==> config.mk <==
export PLATFORM = sky130hd
export DESIGN_NAME = bounded_queue_with_ack_backlog_top
export DESIGN_NICKNAME = d
export VERILOG_FILES = /design/src/rtl/core/bqab_pkg.sv /design/src/rtl/core/bqab_ram.sv /design/src/rtl/core/bounded_queue_with_ack_backlog_top.sv
export SDC_FILE = /design/constraint.sdc
export NUM_CORES = 2
export LEC_CHECK = 0
export CAP_MARGIN = 20
export CORE_MARGIN = 3
export CORE_UTILIZATION = 63
export CTS_CLUSTER_SIZE = 30
export DETAILED_ROUTE_END_ITERATION = 8
export DONT_BUFFER_PORTS = 1
export GPL_TIMING_DRIVEN = 0
export PLACE_DENSITY = 0.79
export REMOVE_ABC_BUFFERS = 1
export SLEW_MARGIN = 20
export SYNTH_ARGS = -nofsm -noshare
export SYNTH_HDL_FRONTEND = slang
export SYNTH_SLANG_ARGS = --single-unit
export TNS_END_PERCENT = 10
==> constraint.sdc <==
create_clock -name clk -period 13.8 [get_ports clk]
set_input_delay 2.76 -clock clk [delete_from_list [all_inputs] [get_ports clk]]
set_output_delay 2.76 -clock clk [all_outputs]
set_load 0.05 [all_outputs]
==> src/rtl/core/bqab_pkg.sv <==
// shared types, constants and slot arithmetic for the retransmit queue
// used by bounded_queue_with_ack_backlog_top; depends on nothing
package bqab_pkg;

	// ring geometry
	localparam int RING_DEPTH = 64;
	localparam int SLOT_W     = $clog2(RING_DEPTH);
	localparam int CNT_W      = 7;
	localparam int SUM_W      = CNT_W + 1;
	localparam int BYTES_W    = 22;
	localparam int CFG_IDX_W  = 1;
	localparam int CFG_DATA_W = 7;

	// configuration register indexes
	localparam logic [CFG_IDX_W-1:0] REG_QUEUE_LIMIT = 1'b0;
	localparam logic [CFG_IDX_W-1:0] REG_BACKLOG_EN  = 1'b1;

	localparam logic [CNT_W-1:0] QUEUE_LIMIT_RESET = 7'd64;

	// request codes
	typedef enum logic [2:0] {
		REQ_PUSH_TAIL  = 3'd0,
		REQ_PUSH_HEAD  = 3'd1,
		REQ_POP        = 3'd2,
		REQ_ACK        = 3'd3,
		REQ_REWIND     = 3'd4,
		REQ_REWIND_ALL = 3'd5
	} req_kind_t;

	// result codes
	typedef enum logic [2:0] {
		OUT_ACCEPTED     = 3'd0,
		OUT_DELIVERED    = 3'd1,
		OUT_EMPTY        = 3'd2,
		OUT_DROP_SUSPEND = 3'd3,
		OUT_DROP_PROCESS = 3'd4,
		OUT_ACKED        = 3'd5,
		OUT_REFUSED      = 3'd6
	} outcome_t;

	// sequencer states
	typedef enum logic [2:0] {
		S_IDLE,
		S_EXEC,
		S_ACK_RD,
		S_ACK_WB,
		S_RW_RD,
		S_RW_WB
	} state_t;

	typedef struct packed {
		logic [2:0]       req_type;
		logic [31:0]      msg_handle;
		logic [15:0]      msg_bytes;
		logic             needs_ack;
		logic             flow_controlled;
		logic [CNT_W-1:0] entry_count;
	} req_t;

	typedef struct packed {
		outcome_t           outcome;
		logic [31:0]        out_handle;
		logic               out_needs_ack;
		logic               last;
		logic [CNT_W-1:0]   queued_now;
		logic [CNT_W-1:0]   backlog_now;
		logic [BYTES_W-1:0] queued_bytes;
		logic [31:0]        drop_total;
	} result_t;

	// one ring slot
	typedef struct packed {
		logic [31:0] handle;
		logic [15:0] size;
		logic        needs_ack;
	} entry_t;

	// slot that lies offset places after base, modulo the ring depth
	function automatic logic [SLOT_W-1:0] slot_at(input logic [SLOT_W-1:0] base,
			input logic [CNT_W-1:0] offset);
		logic [SUM_W-1:0] sum;
		sum = SUM_W'(base) + SUM_W'(offset);
		if (sum >= SUM_W'(RING_DEPTH)) begin
			sum = sum - SUM_W'(RING_DEPTH);
		end
		return SLOT_W'(sum);
	endfunction

	function automatic logic [SLOT_W-1:0] slot_inc(input logic [SLOT_W-1:0] s);
		return (s == SLOT_W'(RING_DEPTH - 1)) ? '0 : s + SLOT_W'(1);
	endfunction

	function automatic logic [SLOT_W-1:0] slot_dec(input logic [SLOT_W-1:0] s);
		return (s == '0) ? SLOT_W'(RING_DEPTH - 1) : s - SLOT_W'(1);
	endfunction

endpackage

==> src/rtl/core/bqab_ram.sv <==
// generic single-write, single-read ram with registered read data
// stand-alone; no package needed
module bqab_ram #(
	parameter int WIDTH = 8,
	parameter int DEPTH = 16
) (
	input  logic                     clk,
	input  logic                     we,
	input  logic [$clog2(DEPTH)-1:0] waddr,
	input  logic [WIDTH-1:0]         wdata,
	input  logic [$clog2(DEPTH)-1:0] raddr,
	output logic [WIDTH-1:0]         rdata
);

	logic [WIDTH-1:0] mem_q [DEPTH];

	// write port and registered read port
	always_ff @(posedge clk) begin
		if (we) begin
			mem_q[waddr] <= wdata;
		end
		rdata <= mem_q[raddr];
	end

endmodule

==> src/rtl/core/bounded_queue_with_ack_backlog_top.sv <==
// top level of the retransmit queue with acknowledgement backlog and rewind
// depends on bqab_pkg and bqab_ram
//
// A request is taken at a clock edge with start high and busy low. Each result is
// shown for exactly one cycle with result_valid high and cannot be held off.
// Push-tail, push-head, pop and refused requests give their single result, registered
// from the S_EXEC state, and free busy as they leave it. Ack of n entries passes
// S_ACK_RD and S_ACK_WB once per entry with one result per entry; rewind of n entries
// passes S_RW_RD and S_RW_WB once per entry with a single result at the end; an ack
// that frees nothing gives no result. The walk is set by the one ring ram: a single
// registered read port, so every walked entry needs an address state and a data
// state. No clearing pass is needed after reset. Configuration writes on cfg_we are
// taken in any cycle, but are only meant while the block is idle.
module bounded_queue_with_ack_backlog_top (
	input  logic                          clk,
	input  logic                          arst_n,
	input  logic                          start,
	input  bqab_pkg::req_t                req,
	output logic                          busy,
	output logic                          result_valid,
	output bqab_pkg::result_t             result,
	input  logic                          cfg_we,
	input  logic [bqab_pkg::CFG_IDX_W-1:0]  cfg_index,
	input  logic [bqab_pkg::CFG_DATA_W-1:0] cfg_data
);

	import bqab_pkg::*;

	state_t             state_q, state_d;
	req_t               req_q, req_d;
	logic [SLOT_W-1:0]  oldest_q, oldest_d;
	logic [CNT_W-1:0]   backlog_q, backlog_d;
	logic [CNT_W-1:0]   queued_q, queued_d;
	logic [CNT_W-1:0]   cnt_q, cnt_d;
	logic [BYTES_W-1:0] bytes_q, bytes_d, addend;
	logic [31:0]        drop_q, drop_d;
	logic [CNT_W-1:0]   queue_limit_q;
	logic               backlog_en_q;
	logic [CNT_W-1:0]   used;
	logic [CNT_W-1:0]   clamp_n;

	logic               ram_we;
	logic [SLOT_W-1:0]  ram_waddr, ram_raddr;
	entry_t             ram_wdata, ram_rdata;

	logic               emit;
	result_t            res_d, result_q;
	logic               result_valid_q;

	// ring storage
	bqab_ram #(
		.WIDTH($bits(entry_t)),
		.DEPTH(RING_DEPTH)
	) u_ring (
		.clk  (clk),
		.we   (ram_we),
		.waddr(ram_waddr),
		.wdata(ram_wdata),
		.raddr(ram_raddr),
		.rdata(ram_rdata)
	);

	// configuration registers
	always_ff @(posedge clk or negedge arst_n) begin
		if (!arst_n) begin
			queue_limit_q <= QUEUE_LIMIT_RESET;
			backlog_en_q  <= 1'b0;
		end else if (cfg_we) begin
			unique case (cfg_index)
				REG_QUEUE_LIMIT: queue_limit_q <= cfg_data;
				REG_BACKLOG_EN:  backlog_en_q  <= cfg_data[0];
			endcase
		end
	end

	assign used    = queued_q + backlog_q;
	assign clamp_n = (req_q.entry_count < backlog_q) ? req_q.entry_count : backlog_q;

	// shared byte accumulator
	assign bytes_d = bytes_q + addend;

	// sequencer: next state, ring access and result
	always_comb begin
		state_d   = state_q;
		req_d     = req_q;
		oldest_d  = oldest_q;
		backlog_d = backlog_q;
		queued_d  = queued_q;
		cnt_d     = cnt_q;
		drop_d    = drop_q;
		addend    = '0;

		ram_we    = 1'b0;
		ram_waddr = slot_at(oldest_q, used);
		ram_wdata = '{handle: req_q.msg_handle, size: req_q.msg_bytes,
			needs_ack: req_q.needs_ack};
		ram_raddr = slot_at(oldest_q, backlog_q);

		emit              = 1'b0;
		res_d.outcome     = OUT_ACCEPTED;
		res_d.out_handle  = '0;
		res_d.out_needs_ack = 1'b0;
		res_d.last        = 1'b1;

		unique case (state_q)
			S_IDLE: begin
				// head entry is read ahead for a pop
				if (start) begin
					req_d   = req;
					state_d = S_EXEC;
				end
			end
			S_EXEC: begin
				state_d = S_IDLE;
				unique case (req_q.req_type)
					REQ_PUSH_TAIL: begin
						emit                = 1'b1;
						res_d.out_handle    = req_q.msg_handle;
						res_d.out_needs_ack = req_q.needs_ack;
						if (queued_q >= queue_limit_q || used >= CNT_W'(RING_DEPTH)) begin
							drop_d        = drop_q + 32'd1;
							res_d.outcome = req_q.flow_controlled ? OUT_DROP_SUSPEND
								: OUT_DROP_PROCESS;
						end else begin
							ram_we   = 1'b1;
							queued_d = queued_q + CNT_W'(1);
							addend   = BYTES_W'(req_q.msg_bytes);
						end
					end
					REQ_PUSH_HEAD: begin
						emit = 1'b1;
						if (backlog_q != '0 || used >= CNT_W'(RING_DEPTH)) begin
							res_d.outcome = OUT_REFUSED;
						end else begin
							oldest_d            = slot_dec(oldest_q);
							ram_we              = 1'b1;
							ram_waddr           = slot_dec(oldest_q);
							queued_d            = queued_q + CNT_W'(1);
							addend              = BYTES_W'(req_q.msg_bytes);
							res_d.out_handle    = req_q.msg_handle;
							res_d.out_needs_ack = req_q.needs_ack;
						end
					end
					REQ_POP: begin
						emit = 1'b1;
						if (queued_q == '0) begin
							res_d.outcome = OUT_EMPTY;
						end else begin
							queued_d = queued_q - CNT_W'(1);
							addend   = BYTES_W'(0) - BYTES_W'(ram_rdata.size);
							if (backlog_en_q || backlog_q != '0) begin
								backlog_d = backlog_q + CNT_W'(1);
							end else begin
								oldest_d = slot_inc(oldest_q);
							end
							res_d.outcome       = OUT_DELIVERED;
							res_d.out_handle    = ram_rdata.handle;
							res_d.out_needs_ack = ram_rdata.needs_ack;
						end
					end
					REQ_ACK: begin
						// nothing to free gives no result
						if (clamp_n != '0) begin
							cnt_d   = clamp_n;
							state_d = S_ACK_RD;
						end
					end
					REQ_REWIND, REQ_REWIND_ALL: begin
						cnt_d = (req_q.req_type == REQ_REWIND_ALL) ? backlog_q : clamp_n;
						if (cnt_d == '0) begin
							emit = 1'b1;
						end else begin
							state_d = S_RW_RD;
						end
					end
					default: begin
						emit          = 1'b1;
						res_d.outcome = OUT_REFUSED;
					end
				endcase
			end
			S_ACK_RD: begin
				ram_raddr = oldest_q;
				state_d   = S_ACK_WB;
			end
			S_ACK_WB: begin
				// free the oldest backlog entry
				emit                = 1'b1;
				res_d.outcome       = OUT_ACKED;
				res_d.out_handle    = ram_rdata.handle;
				res_d.out_needs_ack = ram_rdata.needs_ack;
				res_d.last          = (cnt_q == CNT_W'(1));
				oldest_d            = slot_inc(oldest_q);
				backlog_d           = backlog_q - CNT_W'(1);
				cnt_d               = cnt_q - CNT_W'(1);
				state_d             = (cnt_q == CNT_W'(1)) ? S_IDLE : S_ACK_RD;
			end
			S_RW_RD: begin
				ram_raddr = slot_at(oldest_q, backlog_q - CNT_W'(1));
				state_d   = S_RW_WB;
			end
			S_RW_WB: begin
				// newest backlog entry goes back to the queue head
				addend    = BYTES_W'(ram_rdata.size);
				backlog_d = backlog_q - CNT_W'(1);
				queued_d  = queued_q + CNT_W'(1);
				cnt_d     = cnt_q - CNT_W'(1);
				if (cnt_q == CNT_W'(1)) begin
					emit    = 1'b1;
					state_d = S_IDLE;
				end else begin
					state_d = S_RW_RD;
				end
			end
			default: begin
				state_d = S_IDLE;
			end
		endcase

		res_d.queued_now   = queued_d;
		res_d.backlog_now  = backlog_d;
		res_d.queued_bytes = bytes_d;
		res_d.drop_total   = drop_d;
	end

	// state register and queue bookkeeping
	always_ff @(posedge clk or negedge arst_n) begin
		if (!arst_n) begin
			state_q   <= S_IDLE;
			oldest_q  <= '0;
			backlog_q <= '0;
			queued_q  <= '0;
			bytes_q   <= '0;
			drop_q    <= '0;
			cnt_q     <= '0;
		end else begin
			state_q   <= state_d;
			oldest_q  <= oldest_d;
			backlog_q <= backlog_d;
			queued_q  <= queued_d;
			bytes_q   <= bytes_d;
			drop_q    <= drop_d;
			cnt_q     <= cnt_d;
		end
	end

	// request payload
	always_ff @(posedge clk) begin
		req_q <= req_d;
	end

	// result register
	always_ff @(posedge clk or negedge arst_n) begin
		if (!arst_n) begin
			result_valid_q <= 1'b0;
		end else begin
			result_valid_q <= emit;
		end
	end

	always_ff @(posedge clk) begin
		if (emit) begin
			result_q <= res_d;
		end
	end

	assign busy         = (state_q != S_IDLE);
	assign result_valid = result_valid_q;
	assign result       = result_q;

	// ring never holds more than its depth
	a_ring_bound: assert property (@(posedge clk) disable iff (!arst_n)
		(queued_q + backlog_q) <= CNT_W'(RING_DEPTH))
		else $error("ring occupancy above depth");

	// results only come out of a working cycle
	a_result_src: assert property (@(posedge clk) disable iff (!arst_n)
		result_valid |-> $past(state_q != S_IDLE))
		else $error("result without a request in progress");

	// an ack step always has a backlog entry and a count left
	a_ack_step: assert property (@(posedge clk) disable iff (!arst_n)
		(state_q == S_ACK_WB) |-> (backlog_q != '0 && cnt_q != '0))
		else $error("ack step with empty backlog");

	// each drop result advances the drop count by one
	a_drop_count: assert property (@(posedge clk) disable iff (!arst_n)
		(result_valid && (result.outcome == OUT_DROP_SUSPEND
			|| result.outcome == OUT_DROP_PROCESS))
		|-> (result.drop_total == $past(drop_q) + 32'd1))
		else $error("drop count out of step");

endmodule
==> results.md <==
| Result | Value |
|:---|:---|
| Run status | completed |
| Area share of the largest cell type after synthesis | 73.13% |
| Die X | 469.8 um |
| Number of DRC violations after detailed-routing iteration 0 | 14,060 |
| Total Wirelength | 430,300 um |
| Max-slew headroom at the worst pin | 19.51% |
| Worst Reg2Reg Path Length in Cells | 17 |
| Class of the tightest hold or removal check | flip-flop to flip-flop |
| Count of different cell masters after synthesis | 86 |
| Post-CTS clock slew at the launch and capture registers of the worst setup and hold paths | 0.07 ns |
| Peak clock frequency supported by timing | 145.9 MHz |
| Post-route clock period utilization | 49.65% |
| Pin count of the biggest net entering global routing | 94 |
| Setup violators final | 0 |
| Core Region | 212,900 sq um |
| Number of global-route vias before repair | 76,980 |
| Cell type with the largest total area after synthesis | sky130_fd_sc_hd__edfxtp_1 |
| Deepest clock path buffer count | 4 |
| Drt pass-1 iters | 9 |
| Area growth from synthesis to layout | 17.78% |
| Input/output buffers | 0 |
| Sort of element at the end of the critical path | flip-flop |
| Most area-consuming cells after synthesis | sky130_fd_sc_hd__edfxtp_1, sky130_fd_sc_hd__mux4_2, sky130_fd_sc_hd__mux2i_1, sky130_fd_sc_hd__dfrtp_1, sky130_fd_sc_hd__dfxtp_1 |
| Commonest cells post-synth | sky130_fd_sc_hd__edfxtp_1, sky130_fd_sc_hd__mux4_2, sky130_fd_sc_hd__mux2i_1 |
| Post-synth EDFFs | 3,301 |
| Initial Utilization | 63.66% |
| Fin. max-slew vios | 0 |
| CTS sink cnt | 3,443 |
| Global-route wire length before repair | 596,400 um |
| H-Tree Depth | 5 |
| TritonCTS clock tree | yes |
| Startpoint types | flip-flop |
| Cts bufs inserted | 340 |
| Multiplexer share of the synthesized area | 17.91% |
| Xor/xnor share of the synthesized area | 0.6065% |
| Async set-or-reset flop fraction in the synthesized netlist | 2.701% |
| Arrival time of data at the critical path endpoint | 7.65 ns |
| Worst clock skew | 0.05659 ns |
| Leftover overflow at the end of global routing | 0 |
| RePlAce Congestion | 0.8625 |
| Total of max-cap violations | 0 |
| Leading cell type by number of instances after synthesis | sky130_fd_sc_hd__edfxtp_1 |
| Slew at the pin closest to its max-slew limit | 1.207 ns |
| Dominant combinational cell family by area after synthesis | multiplexers |
| Number of storage elements in the synthesis netlist | 3,443 |
| Maximum fanout count along the critical path | 36 |
| HPWL Detailed | 245,400 um |
| Resize count post-CTS | 0 |
| Gr usage total | 38.87% |
| Final critical-path required period | 6.852 ns |
| Predominant post-synthesis flop cell | sky130_fd_sc_hd__edfxtp_1 |
| # rows | 169 |
| Adder-cell share of the synthesized area | 0.6314% |
| Complex-gate fraction of the synthesized area | 1.558% |
| Skew-Pair Late Insertion Delay | 0.97 ns |
| Cell area after synthesis | 135,500 sq um |
| RSZ-0062 raised after global routing | no |
| Via count | 76,600 |
| Minimum hold slack | 0.4611 ns |
| Post-CTS Repair Setup Buffers | 0 |
| Number of hold violations in the final report | 0 |
| Post-synthesis simple-gate area fraction | 2.124% |
| Detail Route Antenna Nets | 0 |
| Number of instances in the synthesized netlist | 6,372 |
| Cell depth of the worst min-delay path | 1 |
| Initial antenna violation count | 33 |
| DIE AREA | 220,800 sq um |
| Worst Setup Path Type | flip-flop to flip-flop |
| Number of DRC violations after detailed routing | 0 |
| Share of post-route cells with drive strength above 1 | 25.92% |
| CTS Root Buffer Type | sky130_fd_sc_hd__clkbuf_16 |
| Drt wl/cell | 42.86 um |
| Die Ht | 469.8 um |
| Sequential fraction of the synthesis area | 75.57% |
| CTS Hold Buffers Added | 0 |
| FF-to-FF setup slack | 6.95 ns |
| Required @ worst endpoint | 14.60 ns |
| Count of pins on the block boundary | 179 |
| Per-instance average area after synthesis | 21.27 sq um |
| Vias per inst | 7.629 |
| Synth Warn # | 0 |
| Total negative setup slack | 0 ns |
| Post-layout nets | 7,070 |
[worst paths after layout]
path	start	to
worst min-delay path	drop_q[31]	drop_q[31]
min in group asynchronous	arst_n	drop_q[2]
worst max register to register	state_q[2]	u_ring.rdata[4]
worst max-delay path	state_q[2]	u_ring.rdata[4]
max in group asynchronous	arst_n	queue_limit_q[6]
worst min register to register	drop_q[31]	drop_q[31]
[cell type report]
class                      count  area [sq um]
sequential                  3443        102400
timing repair buffer         532         11210
inverter                      60         225.2
fill                       10130         53290
clock inverter               151          1343
clock buffer                 451          9244
multi-input combinational   2555         31590
tap                         2821          3530
antenna                       27         67.56
[sequential cells by signal (all words and copies together), names as in the netlist, 11 cells and up]
register / flops
bytes_q: 22
drop_q: 32
u_ring.mem_q: 3136
result: 105
u_ring.rdata: 49
req_q: 11
ram_wdata: 49
[routing by layer]
metal	vias up	global-route usage, %	share of wire [%]
met5	-	0	0.012
li1	27550	-	-
met2	8363	60.57	47
met4	8	24.99	8.0
met3	2043	11.55	14
met1	38630	48.18	31
[worst max-delay path: stages (launching register included)]
cell                       delay [ns]
sky130_fd_sc_hd__dfrtp_1         0.92
sky130_fd_sc_hd__nand2b_1        0.22
sky130_fd_sc_hd__nor2_1          0.27
sky130_fd_sc_hd__xnor2_1         0.20
sky130_fd_sc_hd__ha_1            0.28
sky130_fd_sc_hd__inv_1           0.09
sky130_fd_sc_hd__fa_1            0.43
sky130_fd_sc_hd__nor2b_1         0.15
sky130_fd_sc_hd__nor3_1          0.33
sky130_fd_sc_hd__a21o_4          0.65
sky130_fd_sc_hd__buf_16          0.33
sky130_fd_sc_hd__buf_16          0.31
sky130_fd_sc_hd__buf_16          0.32
sky130_fd_sc_hd__and2_1          0.61
sky130_fd_sc_hd__a22oi_1         0.18
sky130_fd_sc_hd__a31oi_1         0.58
sky130_fd_sc_hd__a31oi_1         0.19
sky130_fd_sc_hd__mux2i_1         0.53
[cell usage in the layout, fill, tap and decap left out, types with 53 or more instances in the layout]
cell / n
sky130_fd_sc_hd__nor2_4: 66
sky130_fd_sc_hd__o21ai_0: 58
sky130_fd_sc_hd__nor2_1: 61
sky130_fd_sc_hd__nand2_1: 229
sky130_fd_sc_hd__dfrtp_1: 92
sky130_fd_sc_hd__mux4_2: 754
sky130_fd_sc_hd__nand3_1: 79
sky130_fd_sc_hd__buf_16: 204
sky130_fd_sc_hd__clkinv_2: 53
sky130_fd_sc_hd__buf_12: 154
sky130_fd_sc_hd__ha_1: 62
sky130_fd_sc_hd__edfxtp_1: 3301
sky130_fd_sc_hd__a21oi_1: 54
sky130_fd_sc_hd__inv_1: 59
sky130_fd_sc_hd__clkinv_1: 56
sky130_fd_sc_hd__clkbuf_1: 87
sky130_fd_sc_hd__mux2i_1: 711
sky130_fd_sc_hd__buf_8: 148
sky130_fd_sc_hd__clkbuf_16: 347
[cells by family after synthesis]
kind of cell | count (synthesis)
and+or+nand+nor | 612
buffers and inverters | 374
DFF | 3443
muxes | 1479
xor gates and xnor gates | 89
AOI/OAI and AO/OA | 309
adders and majority gates | 66
[metrics by stage]
stage	util [%]	instance area, sq um	setup slack [ns]	instances
2_1_floorplan	-	133600	-14.70	6058
3_3_place_gp	64.40	137100	-28.59	8879
3_5_place_dp	69.93	148900	7.343	9407
4_1_cts	74.90	159500	7.143	10010
5_1_grt	74.96	159600	6.716	10030
6_report	74.97	159600	6.948	10040
Power is not shown: default switching activity piles up to over one toggle a cycle in this logic, so the estimate is an artifact.
